**config.mk**
```make
export PLATFORM = sky130hd
export DESIGN_NAME = encoder_heading_odometry
export DESIGN_NICKNAME = d
export VERILOG_FILES = /design/src/hdl/eho_pkg.sv /design/src/hdl/eho_ctrl.sv /design/src/hdl/eho_datapath.sv /design/src/hdl/encoder_heading_odometry.sv
export SDC_FILE = /design/constraint.sdc
export NUM_CORES = 2
export LEC_CHECK = 0
export BUFFER_PORTS_ARGS = -buffer_cell sky130_fd_sc_hd__buf_2
export CAP_MARGIN = 10
export CORE_AREA = 2 2 347 520
export CTS_CLUSTER_DIAMETER = 100
export DETAILED_ROUTE_END_ITERATION = 16
export DIE_AREA = 0 0 349 522
export GPL_TIMING_DRIVEN = 0
export PLACE_DENSITY_LB_ADDON = 0.05
export SETUP_SLACK_MARGIN = 0.15
export SLEW_MARGIN = 20
export SYNTH_ARGS = -nofsm -noshare
export SYNTH_HDL_FRONTEND = slang
export SYNTH_SLANG_ARGS = --single-unit
```
**constraint.sdc**
```tcl
create_clock -name clk -period 9.8 [get_ports clk]
set_input_delay 0.49 -clock clk [delete_from_list [all_inputs] [get_ports clk]]
set_output_delay 0.49 -clock clk [all_outputs]
set_load 0.02 [all_outputs]
```
**src/hdl/eho_pkg.sv**
```systemverilog
// Shared types, constants and tables of the encoder heading odometry block.
package eho_pkg;

	// Register map: one register, selected by byte address bit 2.
	localparam logic ADDR_WHEEL_DIAM = 1'b0;
	localparam int unsigned PADDR_W = 3;
	localparam logic [9:0] WHEEL_DIAM_RESET = 10'd102;

	// Distance scale pi*256/360 in Q24 and CORDIC gain compensation in Q24.
	localparam logic [25:0] DIST_K = 26'd37480660;
	localparam logic [25:0] GAIN_K = 26'd10188014;

	// Heading reduction: offset that maps the 16-bit heading to a positive
	// value congruent modulo 3600, and floor(2^26 / 3600) for the quotient.
	localparam logic [16:0] HEAD_OFFSET = 17'd3232;
	localparam logic [14:0] HEAD_RECIP = 15'd18641;
	localparam logic [16:0] HEAD_MOD = 17'd3600;

	// Width of the sequencer step counter.
	localparam int unsigned STEP_W = 4;

	// Input word: one sample of both wheels and the heading.
	typedef struct packed {
		logic signed [15:0] turns_x;
		logic signed [15:0] angle_x;
		logic signed [15:0] turns_y;
		logic signed [15:0] angle_y;
		logic signed [15:0] heading_tenths;
	} in_word_t;

	// Output word: accumulated field position.
	typedef struct packed {
		logic signed [47:0] position_x;
		logic signed [47:0] position_y;
	} out_word_t;

	// Operand pair for the shared multiplier.
	typedef enum logic [3:0] {
		MS_MAGX_D,
		MS_MAGY_D,
		MS_PXLO_K,
		MS_PXHI_K,
		MS_PYLO_K,
		MS_PYHI_K,
		MS_AXLO_G,
		MS_AXHI_G,
		MS_AYLO_G,
		MS_AYHI_G
	} mul_sel_t;

	// Product accumulator operation.
	typedef enum logic [1:0] {
		ACC_HOLD,
		ACC_LOAD,
		ACC_ADD_HI
	} acc_op_t;

	// Commands from the controller to the datapath.
	typedef struct packed {
		logic     load;
		mul_sel_t mul_sel;
		acc_op_t  acc_op;
		logic     px_en;
		logic     py_en;
		logic     dist_x_en;
		logic     dist_y_en;
		logic     diff_en;
		logic     map_en;
		logic     gx_en;
		logic     gy_en;
		logic     rot_init;
		logic     rot_en;
		logic     round_en;
		logic     accum_en;
	} eho_cmd_t;

	// CORDIC angle table, atan(2^-i) in 0.1 degree Q20.
	function automatic logic [28:0] atan_val(input logic [4:0] i);
		logic [28:0] v;
		case (i)
			5'd0:    v = 29'd471859200;
			5'd1:    v = 29'd278554751;
			5'd2:    v = 29'd147180680;
			5'd3:    v = 29'd74711211;
			5'd4:    v = 29'd37500584;
			5'd5:    v = 29'd18768573;
			5'd6:    v = 29'd9386577;
			5'd7:    v = 29'd4693575;
			5'd8:    v = 29'd2346823;
			5'd9:    v = 29'd1173416;
			5'd10:   v = 29'd586709;
			5'd11:   v = 29'd293354;
			5'd12:   v = 29'd146677;
			5'd13:   v = 29'd73339;
			5'd14:   v = 29'd36669;
			5'd15:   v = 29'd18335;
			5'd16:   v = 29'd9167;
			5'd17:   v = 29'd4584;
			5'd18:   v = 29'd2292;
			5'd19:   v = 29'd1146;
			5'd20:   v = 29'd573;
			5'd21:   v = 29'd286;
			5'd22:   v = 29'd143;
			5'd23:   v = 29'd72;
			default: v = 29'd0;
		endcase
		return v;
	endfunction

endpackage

```
**src/hdl/eho_ctrl.sv**
```systemverilog
// Sequencer that steps the odometry datapath through one word.
module eho_ctrl #(
	parameter int unsigned CORDIC_STEPS = 16
) (
	input  logic                            clk,
	input  logic                            arst_n,
	input  logic                            in_valid,
	output logic                            in_stall,
	output logic                            out_valid,
	input  logic                            out_stall,
	output eho_pkg::eho_cmd_t               cmd,
	output logic [$clog2(CORDIC_STEPS)-1:0] idx
);
	import eho_pkg::*;

	localparam int unsigned IW = $clog2(CORDIC_STEPS);
	localparam logic [IW-1:0] IDX_LAST = IW'(CORDIC_STEPS - 1);
	localparam logic [STEP_W-1:0] DIST_LAST = STEP_W'(8);
	localparam logic [STEP_W-1:0] GAIN_LAST = STEP_W'(5);

	typedef enum logic [7:0] {
		ST_IDLE  = 8'b0000_0001,
		ST_DIST  = 8'b0000_0010,
		ST_DIFF  = 8'b0000_0100,
		ST_MAP   = 8'b0000_1000,
		ST_GAIN  = 8'b0001_0000,
		ST_ROT   = 8'b0010_0000,
		ST_ROUND = 8'b0100_0000,
		ST_ACCUM = 8'b1000_0000
	} state_t;

	state_t            state_q, state_d;
	logic [STEP_W-1:0] step_q, step_d;
	logic [IW-1:0]     idx_q, idx_d;
	logic              out_valid_q;
	logic              out_busy;

	// The output register is blocked while a word waits and is not taken.
	assign out_busy = out_valid_q && out_stall;

	// Next state and counters.
	always_comb begin
		state_d = state_q;
		step_d  = step_q;
		idx_d   = idx_q;
		case (state_q)
			ST_IDLE: begin
				step_d = '0;
				if (in_valid) begin
					state_d = ST_DIST;
				end
			end
			ST_DIST: begin
				if (step_q == DIST_LAST) begin
					state_d = ST_DIFF;
					step_d  = '0;
				end else begin
					step_d = step_q + STEP_W'(1);
				end
			end
			ST_DIFF: begin
				state_d = ST_MAP;
			end
			ST_MAP: begin
				state_d = ST_GAIN;
				step_d  = '0;
			end
			ST_GAIN: begin
				if (step_q == GAIN_LAST) begin
					state_d = ST_ROT;
					step_d  = '0;
				end else begin
					step_d = step_q + STEP_W'(1);
				end
			end
			ST_ROT: begin
				if (idx_q == IDX_LAST) begin
					state_d = ST_ROUND;
					idx_d   = '0;
				end else begin
					idx_d = idx_q + IW'(1);
				end
			end
			ST_ROUND: begin
				if (!out_busy) begin
					state_d = ST_ACCUM;
				end
			end
			ST_ACCUM: begin
				state_d = ST_IDLE;
			end
			default: begin
				state_d = ST_IDLE;
				step_d  = '0;
				idx_d   = '0;
			end
		endcase
	end

	// Datapath commands; the multiplier schedule interleaves both wheels.
	always_comb begin
		cmd         = '0;
		cmd.mul_sel = MS_MAGX_D;
		cmd.acc_op  = ACC_HOLD;
		case (state_q)
			ST_IDLE: begin
				cmd.load = in_valid;
			end
			ST_DIST: begin
				case (step_q)
					4'd1: cmd.mul_sel = MS_MAGX_D;
					4'd2: begin
						cmd.mul_sel = MS_MAGY_D;
						cmd.px_en   = 1'b1;
					end
					4'd3: begin
						cmd.mul_sel = MS_PXLO_K;
						cmd.py_en   = 1'b1;
					end
					4'd4: begin
						cmd.mul_sel = MS_PXHI_K;
						cmd.acc_op  = ACC_LOAD;
					end
					4'd5: begin
						cmd.mul_sel = MS_PYLO_K;
						cmd.acc_op  = ACC_ADD_HI;
					end
					4'd6: begin
						cmd.mul_sel   = MS_PYHI_K;
						cmd.dist_x_en = 1'b1;
						cmd.acc_op    = ACC_LOAD;
					end
					4'd7: cmd.acc_op = ACC_ADD_HI;
					4'd8: cmd.dist_y_en = 1'b1;
					default: cmd.acc_op = ACC_HOLD;
				endcase
			end
			ST_DIFF: cmd.diff_en = 1'b1;
			ST_MAP:  cmd.map_en = 1'b1;
			ST_GAIN: begin
				case (step_q)
					4'd0: cmd.mul_sel = MS_AXLO_G;
					4'd1: begin
						cmd.mul_sel = MS_AXHI_G;
						cmd.acc_op  = ACC_LOAD;
					end
					4'd2: begin
						cmd.mul_sel = MS_AYLO_G;
						cmd.acc_op  = ACC_ADD_HI;
					end
					4'd3: begin
						cmd.mul_sel = MS_AYHI_G;
						cmd.gx_en   = 1'b1;
						cmd.acc_op  = ACC_LOAD;
					end
					4'd4: cmd.acc_op = ACC_ADD_HI;
					4'd5: begin
						cmd.gy_en    = 1'b1;
						cmd.rot_init = 1'b1;
					end
					default: cmd.acc_op = ACC_HOLD;
				endcase
			end
			ST_ROT:   cmd.rot_en = 1'b1;
			ST_ROUND: cmd.round_en = 1'b1;
			ST_ACCUM: cmd.accum_en = 1'b1;
			default:  cmd.load = 1'b0;
		endcase
	end

	// State registers.
	always_ff @(posedge clk or negedge arst_n) begin
		if (!arst_n) begin
			state_q <= ST_IDLE;
			step_q  <= '0;
			idx_q   <= '0;
		end else begin
			state_q <= state_d;
			step_q  <= step_d;
			idx_q   <= idx_d;
		end
	end

	// Output valid flag: set when a new position is written, cleared on take.
	always_ff @(posedge clk or negedge arst_n) begin
		if (!arst_n) begin
			out_valid_q <= 1'b0;
		end else if (state_q == ST_ACCUM) begin
			out_valid_q <= 1'b1;
		end else if (out_valid_q && !out_stall) begin
			out_valid_q <= 1'b0;
		end
	end

	assign in_stall  = (state_q != ST_IDLE);
	assign out_valid = out_valid_q;
	assign idx       = idx_q;

	// The position is never updated over a word that is still waiting.
	a_accum_free: assert property (@(posedge clk) disable iff (!arst_n)
		cmd.accum_en |-> !out_valid_q)
		else $error("position updated while the output word is pending");

	// An accepted word starts the distance phase.
	a_accept_start: assert property (@(posedge clk) disable iff (!arst_n)
		(in_valid && !in_stall) |=> (state_q == ST_DIST && step_q == '0))
		else $error("accepted word did not start the sequence");

	// The last rotation step leads to rounding with a cleared counter.
	a_rot_end: assert property (@(posedge clk) disable iff (!arst_n)
		(state_q == ST_ROT && idx_q == IDX_LAST) |=> (state_q == ST_ROUND && idx_q == '0))
		else $error("rotation did not end after the last step");

	// Every position update is offered on the output in the next cycle.
	a_accum_out: assert property (@(posedge clk) disable iff (!arst_n)
		(state_q == ST_ACCUM) |=> out_valid_q)
		else $error("position update not presented");

endmodule

```
**src/hdl/eho_datapath.sv**
```systemverilog
// Odometry datapath: wheel distances, heading reduction, CORDIC and position.
module eho_datapath #(
	parameter int unsigned CORDIC_STEPS = 16
) (
	input  logic                            clk,
	input  logic                            arst_n,
	input  eho_pkg::eho_cmd_t               cmd,
	input  logic [$clog2(CORDIC_STEPS)-1:0] idx,
	input  logic                            cfg_wr,
	input  logic [9:0]                      cfg_data,
	output logic [9:0]                      wheel_diam,
	input  eho_pkg::in_word_t               in_word,
	output eho_pkg::out_word_t              out_word
);
	import eho_pkg::*;

	// Configuration and position state.
	logic [9:0]         diam_q;
	logic               seen_q;
	logic signed [47:0] pos_x_q, pos_y_q;

	// Captured sample and wheel magnitudes.
	logic signed [24:0] tx_q, ty_q;
	logic signed [15:0] hd_q;
	logic [23:0]        magx_q, magy_q;
	logic               negx_q, negy_q;

	// Shared multiplier and accumulator.
	logic [23:0] mul_a;
	logic [25:0] mul_b;
	logic [49:0] mul_p;
	logic [49:0] mul_q;
	logic [59:0] acc_q;
	logic [33:0] px_q, py_q;

	// Distances and displacement.
	logic [59:0]        dist_r;
	logic signed [35:0] dist_mag, dist_val;
	logic               dist_neg;
	logic signed [35:0] dist_x_q, dist_y_q, prev_x_q, prev_y_q;
	logic signed [36:0] dx_q, dy_q;
	logic signed [36:0] sel_x, sel_y, abs_x, abs_y;
	logic               neg_x, neg_y;
	logic [35:0]        ax_q, ay_q;
	logic               sx_q, sy_q;
	logic signed [63:0] gain_val;

	// Heading reduction pipeline.
	logic [16:0]        hv_s1, hv_s2;
	logic [31:0]        hp;
	logic [4:0]         hq_s2;
	logic [12:0]        hr_s3;
	logic [11:0]        h_s4;
	logic [2:0]         qs;
	logic signed [12:0] res_full;
	logic [1:0]         quad_s5;
	logic signed [11:0] res_s5;

	// CORDIC and rounding.
	logic signed [63:0] cx_q, cy_q, xs, ys;
	logic signed [31:0] z_q, atan_z;
	logic signed [63:0] rxs, rys;
	logic [47:0]        rx_q, ry_q;

	// Turns and extra degrees as one signed count of degrees.
	always_ff @(posedge clk) begin
		if (cmd.load) begin
			tx_q <= 25'(in_word.turns_x) * 25'sd360 + 25'(in_word.angle_x);
			ty_q <= 25'(in_word.turns_y) * 25'sd360 + 25'(in_word.angle_y);
			hd_q <= in_word.heading_tenths;
		end
	end

	// Magnitude and sign of each wheel count.
	always_ff @(posedge clk) begin
		negx_q <= tx_q[24];
		negy_q <= ty_q[24];
		magx_q <= tx_q[24] ? 24'(-tx_q) : tx_q[23:0];
		magy_q <= ty_q[24] ? 24'(-ty_q) : ty_q[23:0];
	end

	// Heading modulo 3600 through a reciprocal quotient and one correction.
	assign hp = hv_s1 * HEAD_RECIP;

	always_comb begin
		qs = 3'(h_s4 >= 12'd450) + 3'(h_s4 >= 12'd1350) + 3'(h_s4 >= 12'd2250)
			+ 3'(h_s4 >= 12'd3150);
		case (qs)
			3'd0:    res_full = signed'({1'b0, h_s4});
			3'd1:    res_full = signed'({1'b0, h_s4}) - 13'sd900;
			3'd2:    res_full = signed'({1'b0, h_s4}) - 13'sd1800;
			3'd3:    res_full = signed'({1'b0, h_s4}) - 13'sd2700;
			3'd4:    res_full = signed'({1'b0, h_s4}) - 13'sd3600;
			default: res_full = '0;
		endcase
	end

	always_ff @(posedge clk) begin
		hv_s1   <= 17'({~hd_q[15], hd_q[14:0]}) + HEAD_OFFSET;
		hv_s2   <= hv_s1;
		hq_s2   <= hp[30:26];
		hr_s3   <= 13'(hv_s2 - 17'(hq_s2) * HEAD_MOD);
		h_s4    <= (hr_s3 >= 13'(HEAD_MOD)) ? 12'(hr_s3 - 13'(HEAD_MOD)) : hr_s3[11:0];
		quad_s5 <= qs[1:0];
		res_s5  <= res_full[11:0];
	end

	// Operand selection for the shared multiplier.
	always_comb begin
		mul_a = magx_q;
		mul_b = 26'(diam_q);
		case (cmd.mul_sel)
			MS_MAGX_D: begin
				mul_a = magx_q;
				mul_b = 26'(diam_q);
			end
			MS_MAGY_D: begin
				mul_a = magy_q;
				mul_b = 26'(diam_q);
			end
			MS_PXLO_K: begin
				mul_a = 24'(px_q[17:0]);
				mul_b = DIST_K;
			end
			MS_PXHI_K: begin
				mul_a = 24'(px_q[33:18]);
				mul_b = DIST_K;
			end
			MS_PYLO_K: begin
				mul_a = 24'(py_q[17:0]);
				mul_b = DIST_K;
			end
			MS_PYHI_K: begin
				mul_a = 24'(py_q[33:18]);
				mul_b = DIST_K;
			end
			MS_AXLO_G: begin
				mul_a = 24'(ax_q[17:0]);
				mul_b = GAIN_K;
			end
			MS_AXHI_G: begin
				mul_a = 24'(ax_q[35:18]);
				mul_b = GAIN_K;
			end
			MS_AYLO_G: begin
				mul_a = 24'(ay_q[17:0]);
				mul_b = GAIN_K;
			end
			MS_AYHI_G: begin
				mul_a = 24'(ay_q[35:18]);
				mul_b = GAIN_K;
			end
			default: begin
				mul_a = '0;
				mul_b = '0;
			end
		endcase
	end

	assign mul_p = mul_a * mul_b;

	// Multiplier output register, partial products and accumulator.
	always_ff @(posedge clk) begin
		mul_q <= mul_p;
		if (cmd.px_en) begin
			px_q <= mul_q[33:0];
		end
		if (cmd.py_en) begin
			py_q <= mul_q[33:0];
		end
		case (cmd.acc_op)
			ACC_LOAD:   acc_q <= 60'(mul_q);
			ACC_ADD_HI: acc_q <= acc_q + {mul_q[41:0], 18'd0};
			default:    acc_q <= acc_q;
		endcase
	end

	// Distance rounded half away from zero, with the sign of the count.
	assign dist_r   = acc_q + 60'd8388608;
	assign dist_mag = signed'({1'b0, dist_r[58:24]});
	assign dist_neg = cmd.dist_x_en ? negx_q : negy_q;
	assign dist_val = dist_neg ? -dist_mag : dist_mag;

	always_ff @(posedge clk) begin
		if (cmd.dist_x_en) begin
			dist_x_q <= dist_val;
		end
		if (cmd.dist_y_en) begin
			dist_y_q <= dist_val;
		end
	end

	// Displacement since the previous sample; zero on the first one.
	always_ff @(posedge clk or negedge arst_n) begin
		if (!arst_n) begin
			seen_q   <= 1'b0;
			prev_x_q <= '0;
			prev_y_q <= '0;
		end else if (cmd.diff_en) begin
			seen_q   <= 1'b1;
			prev_x_q <= dist_x_q;
			prev_y_q <= dist_y_q;
		end
	end

	always_ff @(posedge clk) begin
		if (cmd.diff_en) begin
			dx_q <= seen_q ? 37'(dist_x_q) - 37'(prev_x_q) : '0;
			dy_q <= seen_q ? 37'(dist_y_q) - 37'(prev_y_q) : '0;
		end
	end

	// Exact quarter turn, kept as magnitude and sign for the gain multiply.
	always_comb begin
		case (quad_s5)
			2'd1: begin
				sel_x = dy_q; neg_x = 1'b1;
				sel_y = dx_q; neg_y = 1'b0;
			end
			2'd2: begin
				sel_x = dx_q; neg_x = 1'b1;
				sel_y = dy_q; neg_y = 1'b1;
			end
			2'd3: begin
				sel_x = dy_q; neg_x = 1'b0;
				sel_y = dx_q; neg_y = 1'b1;
			end
			default: begin
				sel_x = dx_q; neg_x = 1'b0;
				sel_y = dy_q; neg_y = 1'b0;
			end
		endcase
		abs_x = sel_x[36] ? -sel_x : sel_x;
		abs_y = sel_y[36] ? -sel_y : sel_y;
	end

	always_ff @(posedge clk) begin
		if (cmd.map_en) begin
			ax_q <= abs_x[35:0];
			ay_q <= abs_y[35:0];
			sx_q <= sel_x[36] ^ neg_x;
			sy_q <= sel_y[36] ^ neg_y;
		end
	end

	// Gain-scaled vector with its sign restored, then CORDIC iterations.
	assign gain_val = signed'({4'd0, acc_q});
	assign xs       = cx_q >>> idx;
	assign ys       = cy_q >>> idx;
	assign atan_z   = signed'({3'd0, atan_val(5'(idx))});

	always_ff @(posedge clk) begin
		if (cmd.gx_en) begin
			cx_q <= sx_q ? -gain_val : gain_val;
		end else if (cmd.rot_en) begin
			cx_q <= z_q[31] ? cx_q + ys : cx_q - ys;
		end
		if (cmd.gy_en) begin
			cy_q <= sy_q ? -gain_val : gain_val;
		end else if (cmd.rot_en) begin
			cy_q <= z_q[31] ? cy_q - xs : cy_q + xs;
		end
		if (cmd.rot_init) begin
			z_q <= {res_s5, 20'd0};
		end else if (cmd.rot_en) begin
			z_q <= z_q[31] ? z_q + atan_z : z_q - atan_z;
		end
	end

	// Round the Q24 result to whole 1/256 mm.
	assign rxs = (cx_q + 64'sd8388608) >>> 24;
	assign rys = (cy_q + 64'sd8388608) >>> 24;

	always_ff @(posedge clk) begin
		if (cmd.round_en) begin
			rx_q <= rxs[47:0];
			ry_q <= rys[47:0];
		end
	end

	// Wheel diameter register and wrapping position accumulators.
	always_ff @(posedge clk or negedge arst_n) begin
		if (!arst_n) begin
			diam_q  <= WHEEL_DIAM_RESET;
			pos_x_q <= '0;
			pos_y_q <= '0;
		end else begin
			if (cfg_wr) begin
				diam_q <= cfg_data;
			end
			if (cmd.accum_en) begin
				pos_x_q <= pos_x_q + signed'(rx_q);
				pos_y_q <= pos_y_q + signed'(ry_q);
			end
		end
	end

	assign wheel_diam          = diam_q;
	assign out_word.position_x = pos_x_q;
	assign out_word.position_y = pos_y_q;

endmodule

```
**src/hdl/encoder_heading_odometry.sv**
```systemverilog
// Top level of the encoder heading odometry block: register port and core.
//
//   channel   direction  handshake           contents
//   in        sink       in_valid/in_stall   in_word: wheel turns, degrees, heading
//   out       source     out_valid/out_stall out_word: position_x, position_y
//   register  APB        psel/penable/pready wheel_diameter_mm at byte address 0
//
// A word passes the distance, difference, mapping, gain, CORDIC rotation,
// rounding and position update steps before the next word is accepted.
// The result is valid from the cycle after the position update.
// Reset clears the position, the first-sample flag and sets the diameter to 102.
// A stalled output word holds the sequence before the position update; no
// new word is accepted until that update is done.
module encoder_heading_odometry #(
	parameter int unsigned CORDIC_STEPS = 16
) (
	input  logic                            clk,
	input  logic                            arst_n,
	input  logic                            in_valid,
	output logic                            in_stall,
	input  eho_pkg::in_word_t               in_word,
	output logic                            out_valid,
	input  logic                            out_stall,
	output eho_pkg::out_word_t              out_word,
	input  logic                            psel,
	input  logic                            penable,
	input  logic                            pwrite,
	input  logic [eho_pkg::PADDR_W-1:0]     paddr,
	input  logic [31:0]                     pwdata,
	output logic [31:0]                     prdata,
	output logic                            pready
);
	import eho_pkg::*;

	localparam int unsigned IW = $clog2(CORDIC_STEPS);

	eho_cmd_t      cmd;
	logic [IW-1:0] idx;
	logic          cfg_wr;
	logic [9:0]    wheel_diam;

	// Register port decode; bit 2 of the byte address selects the register.
	assign pready = 1'b1;
	assign cfg_wr = psel && penable && pwrite && pready && (paddr[2] == ADDR_WHEEL_DIAM);
	assign prdata = (paddr[2] == ADDR_WHEEL_DIAM) ? 32'(wheel_diam) : 32'd0;

	eho_ctrl #(
		.CORDIC_STEPS(CORDIC_STEPS)
	) u_ctrl (
		.clk      (clk),
		.arst_n   (arst_n),
		.in_valid (in_valid),
		.in_stall (in_stall),
		.out_valid(out_valid),
		.out_stall(out_stall),
		.cmd      (cmd),
		.idx      (idx)
	);

	eho_datapath #(
		.CORDIC_STEPS(CORDIC_STEPS)
	) u_datapath (
		.clk       (clk),
		.arst_n    (arst_n),
		.cmd       (cmd),
		.idx       (idx),
		.cfg_wr    (cfg_wr),
		.cfg_data  (pwdata[9:0]),
		.wheel_diam(wheel_diam),
		.in_word   (in_word),
		.out_word  (out_word)
	);

endmodule
```
; Yosys cells after proc, flatten, opt, wreduce, memory -nomap -nowiden
; Memories as Yosys holds them, arrays and structs flattened.
; Index checks and enable logic that the tools add are counted.
[word_totals]
output_inout_bits = 131
memories = 1
regBits = 1024
word_cells = 219
rom_bits = 464
in_bits = 122
[mem_list]
columns = memory, depth, word_bits, read_ports, rd_clocked_by_memory_dff, write_ports, line
row1 = (name not given), 16, 29, 1, 0, 0, eho_pkg.sv:80  ; case (i)
[classes]
eq_ne = 41
reduce_logical = 27
magnitude_cmp = 5
mux = 58
shifts = 2
bitwise_logic = 4
addsub = 34
multipliers = 5
[op_table]
columns = op, n
row1 = 2-to-1 mux 64 bit, 8
row2 = one-hot mux 24 bit (10 select lines), 1
row3 = adder 64 x 25 -> 64 bit (second input constant), 2
row4 = adder 64 bit, 2
row5 = >>> shifter 64 x 4 -> 64 bit, 2
row6 = subtractor 64 bit, 2
row7 = one-hot mux 60 bit (2 select lines), 1
row8 = 2-to-1 mux 36 bit, 3
row9 = adder 48 x 40 -> 48 bit, 2
row10 = 2-to-1 mux 32 bit, 3
row11 = one-hot mux 26 bit (3 select lines), 1
row12 = 2-to-1 mux 37 bit, 2
row13 = subtractor 36 x 36 -> 37 bit, 2
row14 = negator 36 bit, 2
row15 = negator 60 -> 64 bit, 1
row16 = adder 60 bit, 1
row17 = one-hot mux 12 bit (5 select lines), 1
row18 = adder 59 x 24 -> 59 bit (second input constant), 1
row19 = one-hot mux 8 bit (7 select lines), 1
row20 = adder 25 x 16 -> 25 bit, 2
row21 = multiplier 24 x 26 -> 50 bit, 1
row22 = 2-to-1 mux 24 bit, 2
row23 = negator 24 bit, 2
row24 = multiplier 16 x 7 -> 22 bit (second input constant), 2
row25 = other kinds (61), 129

; Depth between registers and ports, before layout
[depth]
word_depth = 8
mapped_depth = 41
ltp_nobuf = 39

; By module
; Synthesis repeated with hierarchy kept, for this count alone.
[unflattened]
cells_unflattened = 10945
area_unflattened_um2 = 102204.3
[by_module_without_submodules]
columns = module, instances, seq_area_each_um2, cells_each, area_per_inst_um2
row1 = eho_datapath, 1, 27406.3, 10768, 100640.3
row2 = eho_ctrl, 1, 426.7, 140, 1265.0
row3 = encoder_heading_odometry, 1, 0.0, 37, 299.0

; Worst setup path after synthesis
; OpenSTA, ideal clock, no wires.
[synth_timing]
path_kind = register to register
startpoint = reg u_ctrl.state_q[3]
endpoint = reg u_datapath.mul_q[45]
arrival_time_ps = 10089
setup_slack_ps = -407
t_required_ps = 9682
path_stages_with_launch = 39
setup_ps = 118
n_path_buf = 3
synth_period_minus_slack_ps = 10207
path_cell_list = dfrtp_1 or4b_2 nor2_1 nand3_1 inv_1 nor2_1 o32ai_1 and2_1 buf_2 buf_2 a22oi_1 a31oi_1 o21bai_1 clkbuf_1 nand2_1 fa_1 inv_1 fa_1 (+3 left out) fa_1 fa_1 fa_1 inv_1 fa_1 inv_1 ha_1 a21oi_1 o21ai_0 a21oi_1 o21ai_0 a221oi_1 o31ai_1 o21a_1 a21bo_2 a21o_1 a21oi_1 xnor2_1
[synth_via]
elab_chain_cells = 6
word_cells_on_any_way = 19
cone_classes = mul (1) / eq/ne (11) / mux (3) / reduce/logical (4)
[synth_rtl]
columns = item, line
row1 = from (decl), eho_ctrl.sv:32  ; state_t state_q, state_d;
row2 = from (signal assigned), eho_ctrl.sv:178  ; state_q <= state_d;
row3 = equality test 8 x 5 -> 1 bit or equality test 8 x 2 -> 1 bit (tied branches), eho_ctrl.sv:105  ; case (state_q)
row4 = one-hot mux 6 bit (2 select lines) (*), eho_ctrl.sv:105
row5 = "equality test 4 x 3 -> 1 bit, or another cell as far along", eho_datapath.sv:112  ; case (cmd.mul_sel)
row6 = OR reduction 4 bit (no source line) or OR reduction 2 bit (tied branches), n/a
row7 = one-hot mux 26 bit (3 select lines), eho_datapath.sv:112
row8 = multiplier 24 x 26 -> 50 bit (*), eho_datapath.sv:160  ; assign mul_p = mul_a * mul_b;
row9 = net u_datapath.mul_p[45], eho_datapath.sv:31  ; logic [49:0] mul_p;
row10 = to (signal assigned), eho_datapath.sv:164  ; mul_q <= mul_p;
row11 = to (decl), eho_datapath.sv:32  ; logic [49:0] mul_q;
; The timed path passes the listed nets; every way through them passes the cells marked *.
; A chain may end at the register's enable or synchronous reset.

; Final worst setup path
[layout_timing]
startpoint = reg u_ctrl.state_q[5]
endpoint = reg u_datapath.mul_q[34]
; Same word-level chain as after synthesis.

==> results.yml <==
status:
  outcome: "finished with violations"
  violations: "setup timing"
global_route:
  grt-ovfl-total: 0
  grt_start_max_net_pins: 86
  met2_usage_pct: 78.36
  grt_usage_pct: 46.37
  antenna_found_initial: 25
  grt_use_met1_pct: 44.54
  grt_pass1_vias: 91540
  grt_pass1_wl_um: 614500
  met3_usage_pct: 11.55
  grt_busiest_layer: "met2"
route:
  drt_first_pass_iters: 8
  finalWirelength_um: 425600
  first_iter_violations: 9503
  avgViaCountPerCell: 6.554
  drt-wirelength-per-cell_um: 30.74
  ant_nets: 0
  vias: 90730
  drc: 0
setup_path:
  worstPathRequired_ns: 10.49
  rr_worst_depth: 38
  crit_type: "register to register"
  worstPathMaxFanout: 5
  critPathLaunchType: "register"
  crit_arrival_ns: 10.85
  cpPeakStageDelay_ns: 0.57
  crit_path_end_kind: "register"
  regToRegSetupSlack_ns: -0.36
  r2r-end: "u_datapath.mul_q[34]"
  timing.rr.start: "u_ctrl.state_q[5]"
  slowest_stage: "or4_4"
  cpMostUsedCell: "fa_1"
cts:
  cts_tree: "built"
  root_buffer: "clkbuf_16"
  clkSlewWorstSetupHoldPaths_ns: 0.07
  clock_latency_ns: 0.85
  cts_buffer_depth: 3
  cts_buffers: 101
  clock-sinks: 1024
  htreeDepth: 3
synth:
  ys_warn_count: 0
  seq_area_frac_synth_pct: 27.65
  synth_area_leaders: "edfxtp_1, ha_1, fa_1"
  synthCells: 10840
  synth_edf_count: 634
  synth_seq_cells: 1024
  syn_area_per_cell_um2: 9.284
  ys.flop_type: "edfxtp_1"
  synth_top_cell_by_area: "edfxtp_1"
  ys_types: 117
  syn_area_mm2: 0.1007
  synth_top_area_share_pct: 18.91
  async_reset_ff_share_pct: 19.14
die:
  start_util_pct: 56.53
  coreArea_mm2: 0.1781
  num_rows: 190
  die_area_mm2: 0.1822
  num_io_pins: 253
  die_h_um: 522
  die-width_um: 349
layout:
  area_growth_pct: 11.90
  layout-drive-gt1-share_pct: 11.21
  final_cell_mix: "inv_1, nand2_1, ha_1"
  fin_area_mm2: 0.1126
  fin_nets: 13030
  fill_cells: 14270
  final_common_cell: "inv_1"
sta:
  skew_ns: 0.06961
  max_freq_ghz: 0.09840
  finalHoldViolations: 0
  period_share_pct: 103.7
  finalWorstSetupSlack_ns: -0.3627
  relSlewSlack_pct: 12.64
  setup_violations: 16
  setup_tns_ns: -3.202
  worst_pin_slew_ns: 1.301
  slew_violations: 0
  rsz0062_at_grt: "yes"
  min_period_ns: 10.16
run:
  drv_cap: 0
placement:
  port_buffers: 205
  dpl-instance-area_mm2: 0.1055
  hpwl_um: 329500
  gp_congestion: 1.095
worst_hold_path:
  min_path_type: "input port to register"
  hold-path-endpoint: "u_datapath.tx_q[3]"
  hold_start: "in_word[51]"
  min_path_cells: 2
## per-stage QoR
step / worst slack [ns] / utilization [%] / hold slack (ns) / std cells
floorplan: 0.1765 / - / 0.1944 / 10940
global placement: -3.042 / 58.94 / 0.3124 / 13440
detailed placement: -2.706 / 59.25 / 0.3143 / 13470
CTS: 0.1510 / 62.27 / 0.02359 / 13740
global route: -0.3945 / 63.23 / 0.04904 / 13830
finish: -0.3627 / 63.26 / 0.02337 / 13840
## critical path, delay by kind of cell, from the launching register on
family | cells | cell delay, ns
compound gates | 12 | 2.45
xor+xnor | 1 | 0.15
fa+ha+maj | 8 | 3.58
buf+inv | 10 | 1.39
flops | 1 | 0.45
simple gates | 7 | 2.01
## layout make-up
| cell class | instances | area, um2 | share of cell area (%) |
|---|---|---|---|
| timing repair inverter | 1 | 5.005 | 0.004443 |
| clock inverter | 61 | 694.4 | 0.6165 |
| inverter | 1119 | 4223 | 3.749 |
| clock buffer | 131 | 2856 | 2.536 |
| tap | 2304 | 2883 | 2.559 |
| multi-input combinational | 8355 | 68660 | 60.96 |
| sequential | 1024 | 27840 | 24.71 |
| antenna | 19 | 47.55 | 0.04221 |
| buffer | 430 | 2360 | 2.095 |
| timing repair buffer | 400 | 3069 | 2.725 |
## Yosys cell counts (44+ instances only)
master / count
nor3_1: 204
a211oi_1: 53
o21ai_0: 636
dfrtp_1: 191
xor2_1: 354
nor2_1: 716
buf_1: 47
mux4_2: 110
a31oi_1: 122
nand2b_1: 85
a21oi_1: 624
mux2_2: 78
a21o_1: 256
mux2i_1: 196
ha_1: 916
or2_2: 44
xnor2_1: 618
o31ai_1: 69
or3_1: 79
clkbuf_1: 291
nand3_1: 232
nand4_1: 83
a221oi_1: 47
and3_1: 101
nand2_1: 1107
and2_1: 98
inv_1: 1116
o21bai_1: 72
o21a_1: 72
fa_1: 563
edfxtp_1: 634
dfxtp_1: 194
nor2b_1: 122
## state kept, by name, indices dropped and copies added (netlist names), 36 cells and up
signal and count:
u_datapath.acc_q 60, u_datapath.ax_q 36, u_datapath.ay_q 36, u_datapath.cx_q 64
u_datapath.cy_q 64, u_datapath.dist_x_q 36, u_datapath.dist_y_q 36, u_datapath.dx_q 37
u_datapath.dy_q 37, u_datapath.mul_q 50, u_datapath.pos_x_q 48, u_datapath.pos_y_q 48
u_datapath.prev_x_q 36, u_datapath.prev_y_q 36, u_datapath.rx_q 40, u_datapath.ry_q 40
## per-layer routing
| metal | routed length (um) | share of wire, % |
|---|---|---|
| met2 | 203000 | 48 |
| met3 | 35010 | 8.2 |
| met4 | 58830 | 14 |
| met5 | 95 | 0.022 |
| met1 | 128600 | 30 |
## how the worst max path moves through the flow
stage	start	endpoint	slack, ns	cells past startpoint
after floorplan	u_ctrl.state_q[3]	u_datapath.mul_q[45]	0.18	38
after global placement	u_ctrl.idx[2]	u_datapath.cy_q[61]	-3.04	31
after detailed placement	u_ctrl.idx[2]	u_datapath.cx_q[55]	-2.71	33
after CTS	u_ctrl.state_q[6]	u_datapath.mul_q[44]	0.15	38
after global routing	u_ctrl.state_q[5]	u_datapath.mul_q[34]	-0.39	38
final	u_ctrl.state_q[5]	u_datapath.mul_q[34]	-0.36	38
## kinds of logic after synthesis
group,Yosys count,share of synthesized area [%]
simple gates,3048,14.20
compound gates,2337,14.60
buf+inv,1558,6.268
fa+ha+maj,1479,22.58
flops,1024,27.65
xor+xnor,972,8.457
mux,422,6.232
other cells,2,0.007461
## repair_timing
action,CTS,global route
buffers inserted,48,72
hold endpoints to repair,72,0
cloned,3,2
pin swaps,37,124
endpoints found under the setup margin,161,68
gates resized for setup,301,206
hold buffers,34,0
Power is not shown: default switching activity piles up to over one toggle a cycle in this logic, so the estimate is an artifact.
